`src/sv/rrts_pkg.sv`:
```
// rrts_pkg: shared types, constants and the microcode ROM of the round-robin task scheduler.
// No dependencies; imported by round_robin_task_scheduler_top and tb_top.
package rrts_pkg;

    localparam int MAX_TASKS = 8;
    localparam int SLOT_W    = (MAX_TASKS > 1) ? $clog2(MAX_TASKS) : 1;
    localparam int IN_W      = 136;  // 130 payload bits, padded to bytes
    localparam int OUT_W     = 72;   // 70 payload bits, padded to bytes

    localparam logic [31:0] MIN_STACK_WORDS = 32'd128;
    localparam logic [31:0] FRAME_BYTES     = 32'd64;

    typedef logic [SLOT_W-1:0] slot_t;

    // Slot states
    typedef enum logic [1:0] {
        ST_UNUSED  = 2'd0,
        ST_READY   = 2'd1,
        ST_BLOCKED = 2'd2
    } slot_state_t;

    // Operations
    typedef enum logic [1:0] {
        FN_CREATE = 2'd0,
        FN_TICK   = 2'd1,
        FN_SELECT = 2'd2,
        FN_DELAY  = 2'd3
    } func_t;

    // Result status codes
    typedef enum logic [1:0] {
        STS_OK       = 2'd0,
        STS_BAD_ARGS = 2'd1,
        STS_FULL     = 2'd2,
        STS_NO_READY = 2'd3
    } status_t;

    localparam slot_t LAST_SLOT = slot_t'(MAX_TASKS - 1);

    // Microcode
    typedef logic [3:0] upc_t;

    localparam upc_t UA_FETCH   = 4'd0;
    localparam upc_t UA_C_CHK   = 4'd1;
    localparam upc_t UA_C_SCAN  = 4'd2;
    localparam upc_t UA_C_TAKE  = 4'd3;
    localparam upc_t UA_T_INIT  = 4'd4;
    localparam upc_t UA_T_SCAN  = 4'd5;
    localparam upc_t UA_S_INIT  = 4'd6;
    localparam upc_t UA_S_SCAN  = 4'd7;
    localparam upc_t UA_D_INIT  = 4'd8;
    localparam upc_t UA_D_WRITE = 4'd9;
    localparam upc_t UA_DONE    = 4'd10;

    // Datapath operation of one step
    typedef enum logic [3:0] {
        U_FETCH,
        U_CCHK,
        U_CSCAN,
        U_CTAKE,
        U_TINIT,
        U_TSCAN,
        U_SINIT,
        U_SSCAN,
        U_DINIT,
        U_DWRITE,
        U_DONE
    } uop_t;

    // Jump condition of one step
    typedef enum logic [2:0] {
        C_DISPATCH,   // on accept jump to the entry point of func
        C_ALWAYS,
        C_NEVER,
        C_BADARG,
        C_UNUSED,     // slot at scan index is unused
        C_READY,      // slot at scan index is ready
        C_DSKIP,      // delay blocks nothing
        C_OUT_FREE    // output register can take the result
    } cond_t;

    // cond true -> jt; else loop and not last slot -> same step; else -> jf
    typedef struct packed {
        uop_t  uop;
        cond_t cond;
        logic  loop;
        upc_t  jt;
        upc_t  jf;
    } ucode_t;

    function automatic ucode_t ucode_rom(input upc_t a);
        ucode_t w;
        begin
            unique case (a)
                UA_FETCH:   w = '{U_FETCH,  C_DISPATCH, 1'b0, UA_FETCH,   UA_FETCH};
                UA_C_CHK:   w = '{U_CCHK,   C_BADARG,   1'b0, UA_DONE,    UA_C_SCAN};
                UA_C_SCAN:  w = '{U_CSCAN,  C_UNUSED,   1'b1, UA_C_TAKE,  UA_DONE};
                UA_C_TAKE:  w = '{U_CTAKE,  C_ALWAYS,   1'b0, UA_DONE,    UA_DONE};
                UA_T_INIT:  w = '{U_TINIT,  C_ALWAYS,   1'b0, UA_T_SCAN,  UA_T_SCAN};
                UA_T_SCAN:  w = '{U_TSCAN,  C_NEVER,    1'b1, UA_DONE,    UA_DONE};
                UA_S_INIT:  w = '{U_SINIT,  C_ALWAYS,   1'b0, UA_S_SCAN,  UA_S_SCAN};
                UA_S_SCAN:  w = '{U_SSCAN,  C_READY,    1'b1, UA_DONE,    UA_DONE};
                UA_D_INIT:  w = '{U_DINIT,  C_DSKIP,    1'b0, UA_DONE,    UA_D_WRITE};
                UA_D_WRITE: w = '{U_DWRITE, C_ALWAYS,   1'b0, UA_DONE,    UA_DONE};
                UA_DONE:    w = '{U_DONE,   C_OUT_FREE, 1'b0, UA_FETCH,   UA_DONE};
                default:    w = '{U_FETCH,  C_ALWAYS,   1'b0, UA_FETCH,   UA_FETCH};
            endcase
            return w;
        end
    endfunction

    function automatic upc_t dispatch_entry(input func_t f);
        upc_t a;
        begin
            unique case (f)
                FN_CREATE: a = UA_C_CHK;
                FN_TICK:   a = UA_T_INIT;
                FN_SELECT: a = UA_S_INIT;
                FN_DELAY:  a = UA_D_INIT;
            endcase
            return a;
        end
    endfunction

    // Next slot with wrap
    function automatic slot_t slot_inc(input slot_t s);
        begin
            return (s == LAST_SLOT) ? '0 : slot_t'(s + 1'b1);
        end
    endfunction

    // Low three bits of a slot number
    function automatic logic [2:0] to_index(input slot_t s);
        logic [SLOT_W+2:0] ext;
        begin
            ext = {3'b000, s};
            return ext[2:0];
        end
    endfunction

endpackage

```
`src/sv/round_robin_task_scheduler_top.sv`:
```
// Round-robin task scheduler: microcoded sequencer over a table of task slots.
// Depends on rrts_pkg (types, constants, microcode ROM).
//
// Usage:
//   s_axis (tdata) carries one request item: create, tick, select or delay.
//   m_axis (tdata) returns exactly one result item per request.
//   cfg_wr_en/cfg_wr_data write scheduler_running; write only while idle.
// Sequencing:
//   A 4-bit micro-PC steps through a small ROM program. Each control word
//   names a datapath operation and a two-way jump; scan steps loop on the
//   same word while a slot counter walks the table, one slot per cycle.
// Flow: a create with bad args goes from its check to the done step; any
//   other create scans for an unused slot, tick and select scan the table,
//   and delay writes the current slot only when it blocks it. A new item
//   is taken only in the fetch step, after the previous result has left
//   the done step; the slot scan reads one table entry per cycle.
// Reset: all slots unused, delays and tick counter zero, no current task,
//   scheduler not running, m_axis empty.
// Stall: the result waits in the output register; the next item is taken
//   and worked on, and its result waits in the done step until m_axis frees.
module round_robin_task_scheduler_top
    import rrts_pkg::*;
(
    input  logic             clk,
    input  logic             rst_n,
    input  logic             s_axis_tvalid,
    output logic             s_axis_tready,
    // [1:0] func, [33:2] entry_addr, [65:34] stack_addr,
    // [97:66] stack_len, [129:98] delay_ticks, rest zero
    input  logic [IN_W-1:0]  s_axis_tdata,
    output logic             m_axis_tvalid,
    input  logic             m_axis_tready,
    // [1:0] status, [4:2] task_index, [36:5] initial_sp,
    // [68:37] tick_count, [69] switch_request, rest zero
    output logic [OUT_W-1:0] m_axis_tdata,
    input  logic             cfg_wr_en,
    input  logic             cfg_wr_data
);

    // Sequencer
    upc_t        upc_reg, upc_next;
    ucode_t      word;
    logic        cond_true;
    logic        last;
    logic        in_accept;
    logic        out_free;

    // Scheduler state
    slot_state_t slot_state_reg [MAX_TASKS];
    logic [31:0] slot_delay_reg [MAX_TASKS];
    slot_t       cur_slot_reg;
    logic        cur_valid_reg;
    logic [31:0] tick_reg;
    logic [3:0]  created_reg;
    logic        running_reg;

    // Scan pointers
    slot_t       idx_reg;
    slot_t       cnt_reg;
    slot_state_t rd_state;
    logic [31:0] rd_delay;

    // Captured request
    func_t       func_in;
    logic [31:0] entry_reg;
    logic [31:0] stack_reg;
    logic [31:0] words_reg;
    logic [31:0] ticks_reg;
    logic        bad_args;
    logic [31:0] stack_end;
    logic [31:0] sp_value;

    // Result staging and output register
    status_t     res_status_reg;
    logic [2:0]  res_index_reg;
    logic [31:0] res_sp_reg;
    logic        res_sw_reg;
    logic        out_valid_reg;
    logic [OUT_W-1:0] out_data_reg;

    assign word      = ucode_rom(upc_reg);
    assign func_in   = func_t'(s_axis_tdata[1:0]);
    assign s_axis_tready = (word.cond == C_DISPATCH);
    assign in_accept = s_axis_tvalid && s_axis_tready;
    assign out_free  = !out_valid_reg || m_axis_tready;
    assign last      = (cnt_reg == LAST_SLOT);

    assign rd_state  = slot_state_reg[idx_reg];
    assign rd_delay  = slot_delay_reg[idx_reg];

    assign bad_args  = (entry_reg == 32'd0) || (stack_reg == 32'd0) ||
                       (words_reg < MIN_STACK_WORDS);
    assign stack_end = stack_reg + {words_reg[29:0], 2'b00};
    assign sp_value  = {stack_end[31:3], 3'b000} - FRAME_BYTES;

    // Jump condition select
    always_comb
    begin
        unique case (word.cond)
            C_DISPATCH: cond_true = in_accept;
            C_ALWAYS:   cond_true = 1'b1;
            C_NEVER:    cond_true = 1'b0;
            C_BADARG:   cond_true = bad_args;
            C_UNUSED:   cond_true = (rd_state == ST_UNUSED);
            C_READY:    cond_true = (rd_state == ST_READY);
            C_DSKIP:    cond_true = !running_reg || (ticks_reg == 32'd0) ||
                                    !cur_valid_reg;
            C_OUT_FREE: cond_true = out_free;
        endcase
    end

    // Next micro-PC
    always_comb
    begin
        priority if (word.cond == C_DISPATCH)
        begin
            upc_next = in_accept ? dispatch_entry(func_in) : word.jf;
        end
        else if (cond_true)
        begin
            upc_next = word.jt;
        end
        else if (word.loop && !last)
        begin
            upc_next = upc_reg;
        end
        else
        begin
            upc_next = word.jf;
        end
    end

    // Control state and slot table
    always_ff @(posedge clk or negedge rst_n)
    begin
        if (!rst_n)
        begin
            upc_reg       <= UA_FETCH;
            for (int i = 0; i < MAX_TASKS; i++)
            begin
                slot_state_reg[i] <= ST_UNUSED;
                slot_delay_reg[i] <= 32'd0;
            end
            cur_slot_reg  <= '0;
            cur_valid_reg <= 1'b0;
            tick_reg      <= 32'd0;
            created_reg   <= 4'd0;
            running_reg   <= 1'b0;
            idx_reg       <= '0;
            cnt_reg       <= '0;
            out_valid_reg <= 1'b0;
        end
        else
        begin
            upc_reg <= upc_next;

            if (cfg_wr_en)
            begin
                running_reg <= cfg_wr_data;
            end

            if (word.uop == U_DONE && out_free)
            begin
                out_valid_reg <= 1'b1;
            end
            else if (m_axis_tready)
            begin
                out_valid_reg <= 1'b0;
            end

            unique case (word.uop)
                U_CCHK:
                begin
                    idx_reg <= '0;
                    cnt_reg <= '0;
                end
                U_CSCAN:
                begin
                    if (rd_state != ST_UNUSED && !last)
                    begin
                        idx_reg <= slot_inc(idx_reg);
                        cnt_reg <= slot_inc(cnt_reg);
                    end
                end
                U_CTAKE:
                begin
                    slot_state_reg[idx_reg] <= ST_READY;
                    slot_delay_reg[idx_reg] <= 32'd0;
                    if (created_reg != 4'd15)
                    begin
                        created_reg <= created_reg + 4'd1;
                    end
                end
                U_TINIT:
                begin
                    tick_reg <= tick_reg + 32'd1;
                    idx_reg  <= '0;
                    cnt_reg  <= '0;
                end
                U_TSCAN:
                begin
                    if (rd_state == ST_BLOCKED && rd_delay != 32'd0)
                    begin
                        slot_delay_reg[idx_reg] <= rd_delay - 32'd1;
                        if (rd_delay == 32'd1)
                        begin
                            slot_state_reg[idx_reg] <= ST_READY;
                        end
                    end
                    idx_reg <= slot_inc(idx_reg);
                    cnt_reg <= slot_inc(cnt_reg);
                end
                U_SINIT:
                begin
                    idx_reg <= cur_valid_reg ? slot_inc(cur_slot_reg) : '0;
                    cnt_reg <= '0;
                end
                U_SSCAN:
                begin
                    if (rd_state == ST_READY)
                    begin
                        cur_slot_reg  <= idx_reg;
                        cur_valid_reg <= 1'b1;
                    end
                    else if (!last)
                    begin
                        idx_reg <= slot_inc(idx_reg);
                        cnt_reg <= slot_inc(cnt_reg);
                    end
                end
                U_DINIT:
                begin
                    idx_reg <= cur_slot_reg;
                end
                U_DWRITE:
                begin
                    slot_delay_reg[idx_reg] <= ticks_reg;
                    slot_state_reg[idx_reg] <= ST_BLOCKED;
                end
                default:
                begin
                end
            endcase
        end
    end

    // Request capture, result staging and output data
    always_ff @(posedge clk)
    begin
        if (in_accept)
        begin
            entry_reg <= s_axis_tdata[33:2];
            stack_reg <= s_axis_tdata[65:34];
            words_reg <= s_axis_tdata[97:66];
            ticks_reg <= s_axis_tdata[129:98];
        end

        unique case (word.uop)
            U_CCHK:
            begin
                res_status_reg <= bad_args ? STS_BAD_ARGS : STS_OK;
                res_index_reg  <= 3'd0;
                res_sp_reg     <= 32'd0;
                res_sw_reg     <= 1'b0;
            end
            U_CSCAN:
            begin
                if (rd_state != ST_UNUSED && last)
                begin
                    res_status_reg <= STS_FULL;
                end
            end
            U_CTAKE:
            begin
                res_index_reg <= to_index(idx_reg);
                res_sp_reg    <= sp_value;
            end
            U_TINIT:
            begin
                res_status_reg <= STS_OK;
                res_index_reg  <= 3'd0;
                res_sp_reg     <= 32'd0;
                res_sw_reg     <= 1'b1;
            end
            U_SINIT:
            begin
                res_status_reg <= STS_OK;
                res_index_reg  <= 3'd0;
                res_sp_reg     <= 32'd0;
                res_sw_reg     <= 1'b0;
            end
            U_SSCAN:
            begin
                if (rd_state == ST_READY)
                begin
                    res_index_reg <= to_index(idx_reg);
                end
                else if (last)
                begin
                    res_status_reg <= STS_NO_READY;
                end
            end
            U_DINIT:
            begin
                res_status_reg <= STS_OK;
                res_index_reg  <= 3'd0;
                res_sp_reg     <= 32'd0;
                res_sw_reg     <= running_reg;
            end
            U_DONE:
            begin
                if (out_free)
                begin
                    out_data_reg <= {2'b00, res_sw_reg, tick_reg, res_sp_reg,
                                     res_index_reg, res_status_reg};
                end
            end
            default:
            begin
            end
        endcase
    end

    assign m_axis_tvalid = out_valid_reg;
    assign m_axis_tdata  = out_data_reg;

endmodule

```
`config.mk`:
```
export PLATFORM = sky130hd
export DESIGN_NAME = round_robin_task_scheduler_top
export DESIGN_NICKNAME = d
export VERILOG_FILES = /design/src/sv/rrts_pkg.sv /design/src/sv/round_robin_task_scheduler_top.sv
export SDC_FILE = /design/constraint.sdc
export NUM_CORES = 1
export LEC_CHECK = 0
export BUFFER_PORTS_ARGS = -buffer_cell sky130_fd_sc_hd__buf_4
export CAP_MARGIN = 25
export CORE_MARGIN = 5
export CORE_UTILIZATION = 60
export DETAILED_ROUTE_END_ITERATION = 12
export PLACE_DENSITY = 0.8
export REMOVE_ABC_BUFFERS = 1
export SLEW_MARGIN = 10
export SYNTH_ARGS = -nofsm -noshare
export SYNTH_HDL_FRONTEND = slang
export SYNTH_SLANG_ARGS = --single-unit
```
`constraint.sdc`:
```
create_clock -name clk -period 8.3 [get_ports clk]
set_input_delay 2.075 -clock clk [delete_from_list [all_inputs] [get_ports clk]]
set_output_delay 2.075 -clock clk [all_outputs]
set_load 0.02 [all_outputs]
```
==> tab_implementation.tex <==
\begin{tabular}{lr}
\hline
Metric & Value \\
\hline
\multicolumn{2}{l}{\textbf{Outcome}} \\
Result of the run & finished, final reports clean \\
\multicolumn{2}{l}{\textbf{Run}} \\
Max cap viols & 0 \\
\multicolumn{2}{l}{\textbf{Yosys}} \\
Number of warnings reported in the yosys synthesis log & 0 \\
Synthesized flop and latch total & 550 \\
Top cell type by total area after synthesis & sky130\_fd\_sc\_hd\_\_dfrtp\_1 \\
Largest family of logic cells by synthesized area & simple AND/OR/NAND/NOR gates \\
Synth Area in Compound Gates & 12.7\% \\
Share of synthesized cell area in full adder, half adder and majority cells & approximately 2.3\% \\
Largest cells by area after synthesis & sky130\_fd\_sc\_hd\_\_dfrtp\_1, sky130\_fd\_sc\_hd\_\_edfxtp\_1, sky130\_fd\_sc\_hd\_\_mux2\_2 \\
Avg Cell Area, Syn & approximately 12 sq um \\
Yosys cell types & 93 \\
Async set-reset flop share out of synthesis & 58.2\% \\
Sequential cell area fraction in the yosys report & 56.3\% \\
Synthesized area & roughly 26000 sq um \\
Cell count after synthesis & approximately 2300 \\
Post-Synth XOR/XNOR Area & roughly 2.9\% \\
Fraction of post-synthesis cell area in the top cell type by area & between 30\% and 40\% \\
Multiplexer fraction of the synthesized cell area & a little under a tenth \\
Dominant register cell in the synthesized netlist & sky130\_fd\_sc\_hd\_\_dfrtp\_1 \\
Area share of and/or/nand/nor cells after synthesis & between 10\% and 20\% \\
Number of enable-type register cells in the synthesized netlist & 230 \\
\multicolumn{2}{l}{\textbf{Route}} \\
Detailed-route via count & $\sim$20000 \\
WL final & 70.4 mm \\
Wire length per cell & between 20 and 25 um \\
Count of unresolved DRC violations after routing & 0 \\
Length of the first detailed-routing pass in iterations & 8 \\
Iteration-0 DRC Markers & roughly 2400 \\
Number of nets with antenna violations after routing & 0 \\
DR vias/cell & $\sim$6.5 \\
\multicolumn{2}{l}{\textbf{Placed design}} \\
HPWL after DPL & 47.4 mm \\
Quantity of I/O buffers inserted on ports & about 200 \\
GP Congestion & a little under 1 \\
Instance area after placement & 28500 sq um \\
Setup WS pre-CTS & approximately 2.8 ns \\
\multicolumn{2}{l}{\textbf{Setup path}} \\
Crit path capture type & register \\
R2R cell count & 13 \\
CP delay by family, top & buffers and inverters \\
Signal arrival time at the worst endpoint & 6.11 ns \\
Cell repeated most along the worst path & sky130\_fd\_sc\_hd\_\_buf\_4 \\
Kind of critical path & reg -> reg \\
Critical-path maximum fanout & 52 \\
Critical Path Start Type & register \\
Req. time, crit path & 8.78 ns \\
Slowest stage cell, crit path & sky130\_fd\_sc\_hd\_\_dfrtp\_4 \\
Maximum single-stage delay on the critical path & between 0.8 and 0.9 ns \\
CP Depth & 13 \\
WP buf/inv & 4 \\
CP Cell Sequence & buf\_4 > mux4\_1 > or3\_1 > a221oi\_2 > and2b\_1 > nand3\_2 > nor4b\_4 > buf\_4 > nor2\_2 > buf\_4 > and2\_1 > buf\_4 > mux2\_4 \\
\multicolumn{2}{l}{\textbf{Power}} \\
Pwr Density & 368 nW/um\^{}2 \\
Leakage power total & 12.5 nW \\
Largest vdd supply drop & 0.246 mV \\
\multicolumn{2}{l}{\textbf{Timing}} \\
Max Slew Vio Count & 0 \\
Worst-case headroom to the max-slew limit & 26.8\% \\
Transition time of the tightest slew-check pin & between 1 and 1.5 ns \\
Achievable frequency & approximately 180 MHz \\
Setup TNS & 0 ns \\
Time the final worst path needs with I/O delays and setup & about 5.6 ns \\
RSZ-0062 raised after global routing & no \\
Number of endpoints with negative hold slack in the final report & 0 \\
Worst path setup slack after routing & $\sim$2.7 ns \\
Crit share post-route & between 60\% and 70\% \\
Count of final setup violators & 0 \\
Final setup skew & about 0.028 ns \\
Smallest hold slack & 0.416 ns \\
\multicolumn{2}{l}{\textbf{CTS}} \\
Total of hold buffers inserted after clock tree synthesis & 0 \\
CTS Buffer Depth & 3 \\
Number of setup buffers added after CTS & 0 \\
Total clock buffers created by CTS & 55 \\
Clock transition at the registers of the reported paths & approximately 0.060 ns \\
Clk Tree Root Cell & sky130\_fd\_sc\_hd\_\_clkbuf\_16 \\
Clk sink count & 550 \\
CTS tree & done \\
Clock insertion delay at the later pin of the skew report & 0.62 ns \\
Resized cells post-CTS & 0 \\
Number of H-tree branching levels & 2 \\
\multicolumn{2}{l}{\textbf{Layout}} \\
Final cell area excluding filler cells & 30300 sq um \\
N\_diodes & 0 \\
Number of filler cells placed in the layout & just over 3000 \\
Flip-flop count of the largest register after layout & roughly 260 \\
Post-layout util & between 60\% and 70\% \\
Area growth, synth to finish & 14.6\% \\
Number of nets in the final layout & around 2600 \\
Layout cells sized above 1 & approximately a fifth \\
\multicolumn{2}{l}{\textbf{GRT}} \\
Via count of the first global-routing pass & around 20000 \\
Largest net degree at the start of global routing & $\sim$140 \\
GRT Resource Usage Total & between 20\% and 30\% \\
Wire length of the first global-routing pass & approximately 110 mm \\
Number of antenna violations at the first check in global routing & 0 \\
Gr ovfl total & 0 \\
\multicolumn{2}{l}{\textbf{Floorplan}} \\
FP Rows & between 70 and 80 \\
Starting Density & between 60\% and 70\% \\
Core Area & approximately 44000 sq um \\
Full die area & just under 50000 sq um \\
Die outline width & 220 um \\
I/O Pins & 216 \\
Die H & 220 um \\
\multicolumn{2}{l}{\textbf{Min path}} \\
Classification of the worst-slack hold path & reg -> reg \\
Number of cells on the worst hold path & 0 \\
\hline
\end{tabular}
-- cells by family after synthesis --
kind of cell	after synthesis
other	1
buffers and inverters	147
AO/OA/AOI/OAI	515
adder cells (fa/ha/maj)	49
flip-flops	550
AND/OR/NAND/NOR	737
multiplexers	183
XOR/XNOR	89
-- worst register-to-register path, delay by kind of cell, from the launching register on --
family / cells / cell delay (ns)
simple gates: 6 / 1.50
flops: 1 / 0.83
compound gates: 1 / 0.40
mux: 2 / 1.12
buf+inv: 4 / 1.65
-- layout by cell type, fill, tap and decap left out, drive strengths merged, types with 22 or more instances in the layout --
cell	instances
a31oi	30
xnor2	54
o21ai	86
nand2b	50
nand2	199
nor4	43
nor3	49
mux4	38
dfrtp	320
nand4	27
nor2	220
nand3	36
o221ai	24
edfxtp	230
mux2i	39
ha	48
a221o	22
xor2	35
clkbuf	86
inv	31
a21oi	188
mux2	106
buf	236
-- path summary, 6_finish.rpt --
kind,startpoint,end,slack [ns]
max,idx_reg[0],slot_delay_reg[14],2.67
min,res_sp_reg[20],m_axis_tdata[25],0.42
max reg2reg,idx_reg[0],slot_delay_reg[14],2.67
min reg2reg,res_sp_reg[20],m_axis_tdata[25],0.42
max in group asynchronous,rst_n,slot_delay_reg[173],5.32
min in group asynchronous,rst_n,tick_reg[29],1.59
-- where the power goes --
part           internal [mW]  switching, mW  total, mW
combinational           1.64           2.73       4.37
clock                   1.44           1.04       2.47
sequential              3.79          0.516       4.31
total                   6.87           4.28       11.2
-- stage by stage --
stage	total power [mW]	std cells
final	11.2	3092
after global routing	11.7	3092
after CTS	11.1	3090
after detailed placement	8.58	2987
after global placement	8.38	2986
after floorplan	7.23	2160
-- final cells by class --
class	instances	area (sq um)	share of cell area (%)
Inverter	32	123	0.404
Multi-Input combinational cell	1578	11000	36.1
Clock buffer	85	1660	5.46
Timing Repair Buffer	237	1810	5.95
Tap cell	592	741	2.44
Clock inverter	18	145	0.478
Sequential cell	550	14900	49.2
-- synthesized netlist by cell type (27+ instances only) --
library cell and instances:
sky130_fd_sc_hd__edfxtp_1 230, sky130_fd_sc_hd__xor2_1 35, sky130_fd_sc_hd__clkbuf_1 54, sky130_fd_sc_hd__dfrtp_1 320, sky130_fd_sc_hd__mux2i_1 36, sky130_fd_sc_hd__nor3_1 45
sky130_fd_sc_hd__inv_1 28, sky130_fd_sc_hd__ha_1 48, sky130_fd_sc_hd__nand4_1 27, sky130_fd_sc_hd__xnor2_1 54, sky130_fd_sc_hd__nor2_1 219, sky130_fd_sc_hd__nand2b_1 50
sky130_fd_sc_hd__mux2_2 103, sky130_fd_sc_hd__a31oi_1 30, sky130_fd_sc_hd__mux4_2 35, sky130_fd_sc_hd__buf_2 36, sky130_fd_sc_hd__nor4_1 42, sky130_fd_sc_hd__a21oi_1 188
sky130_fd_sc_hd__nand3_1 35, sky130_fd_sc_hd__nand2_1 197, sky130_fd_sc_hd__o21ai_0 85
-- per-layer routing --
metal	track usage [%]	up-vias	routed length, um
met5	0	-	0
met4	12.5	0	3530
met3	6.57	271	6760
met2	47.1	1155	33400
met1	38.3	9818	26700
li1	-	8859	-
Note: power is estimated with default switching activity, not from simulation.
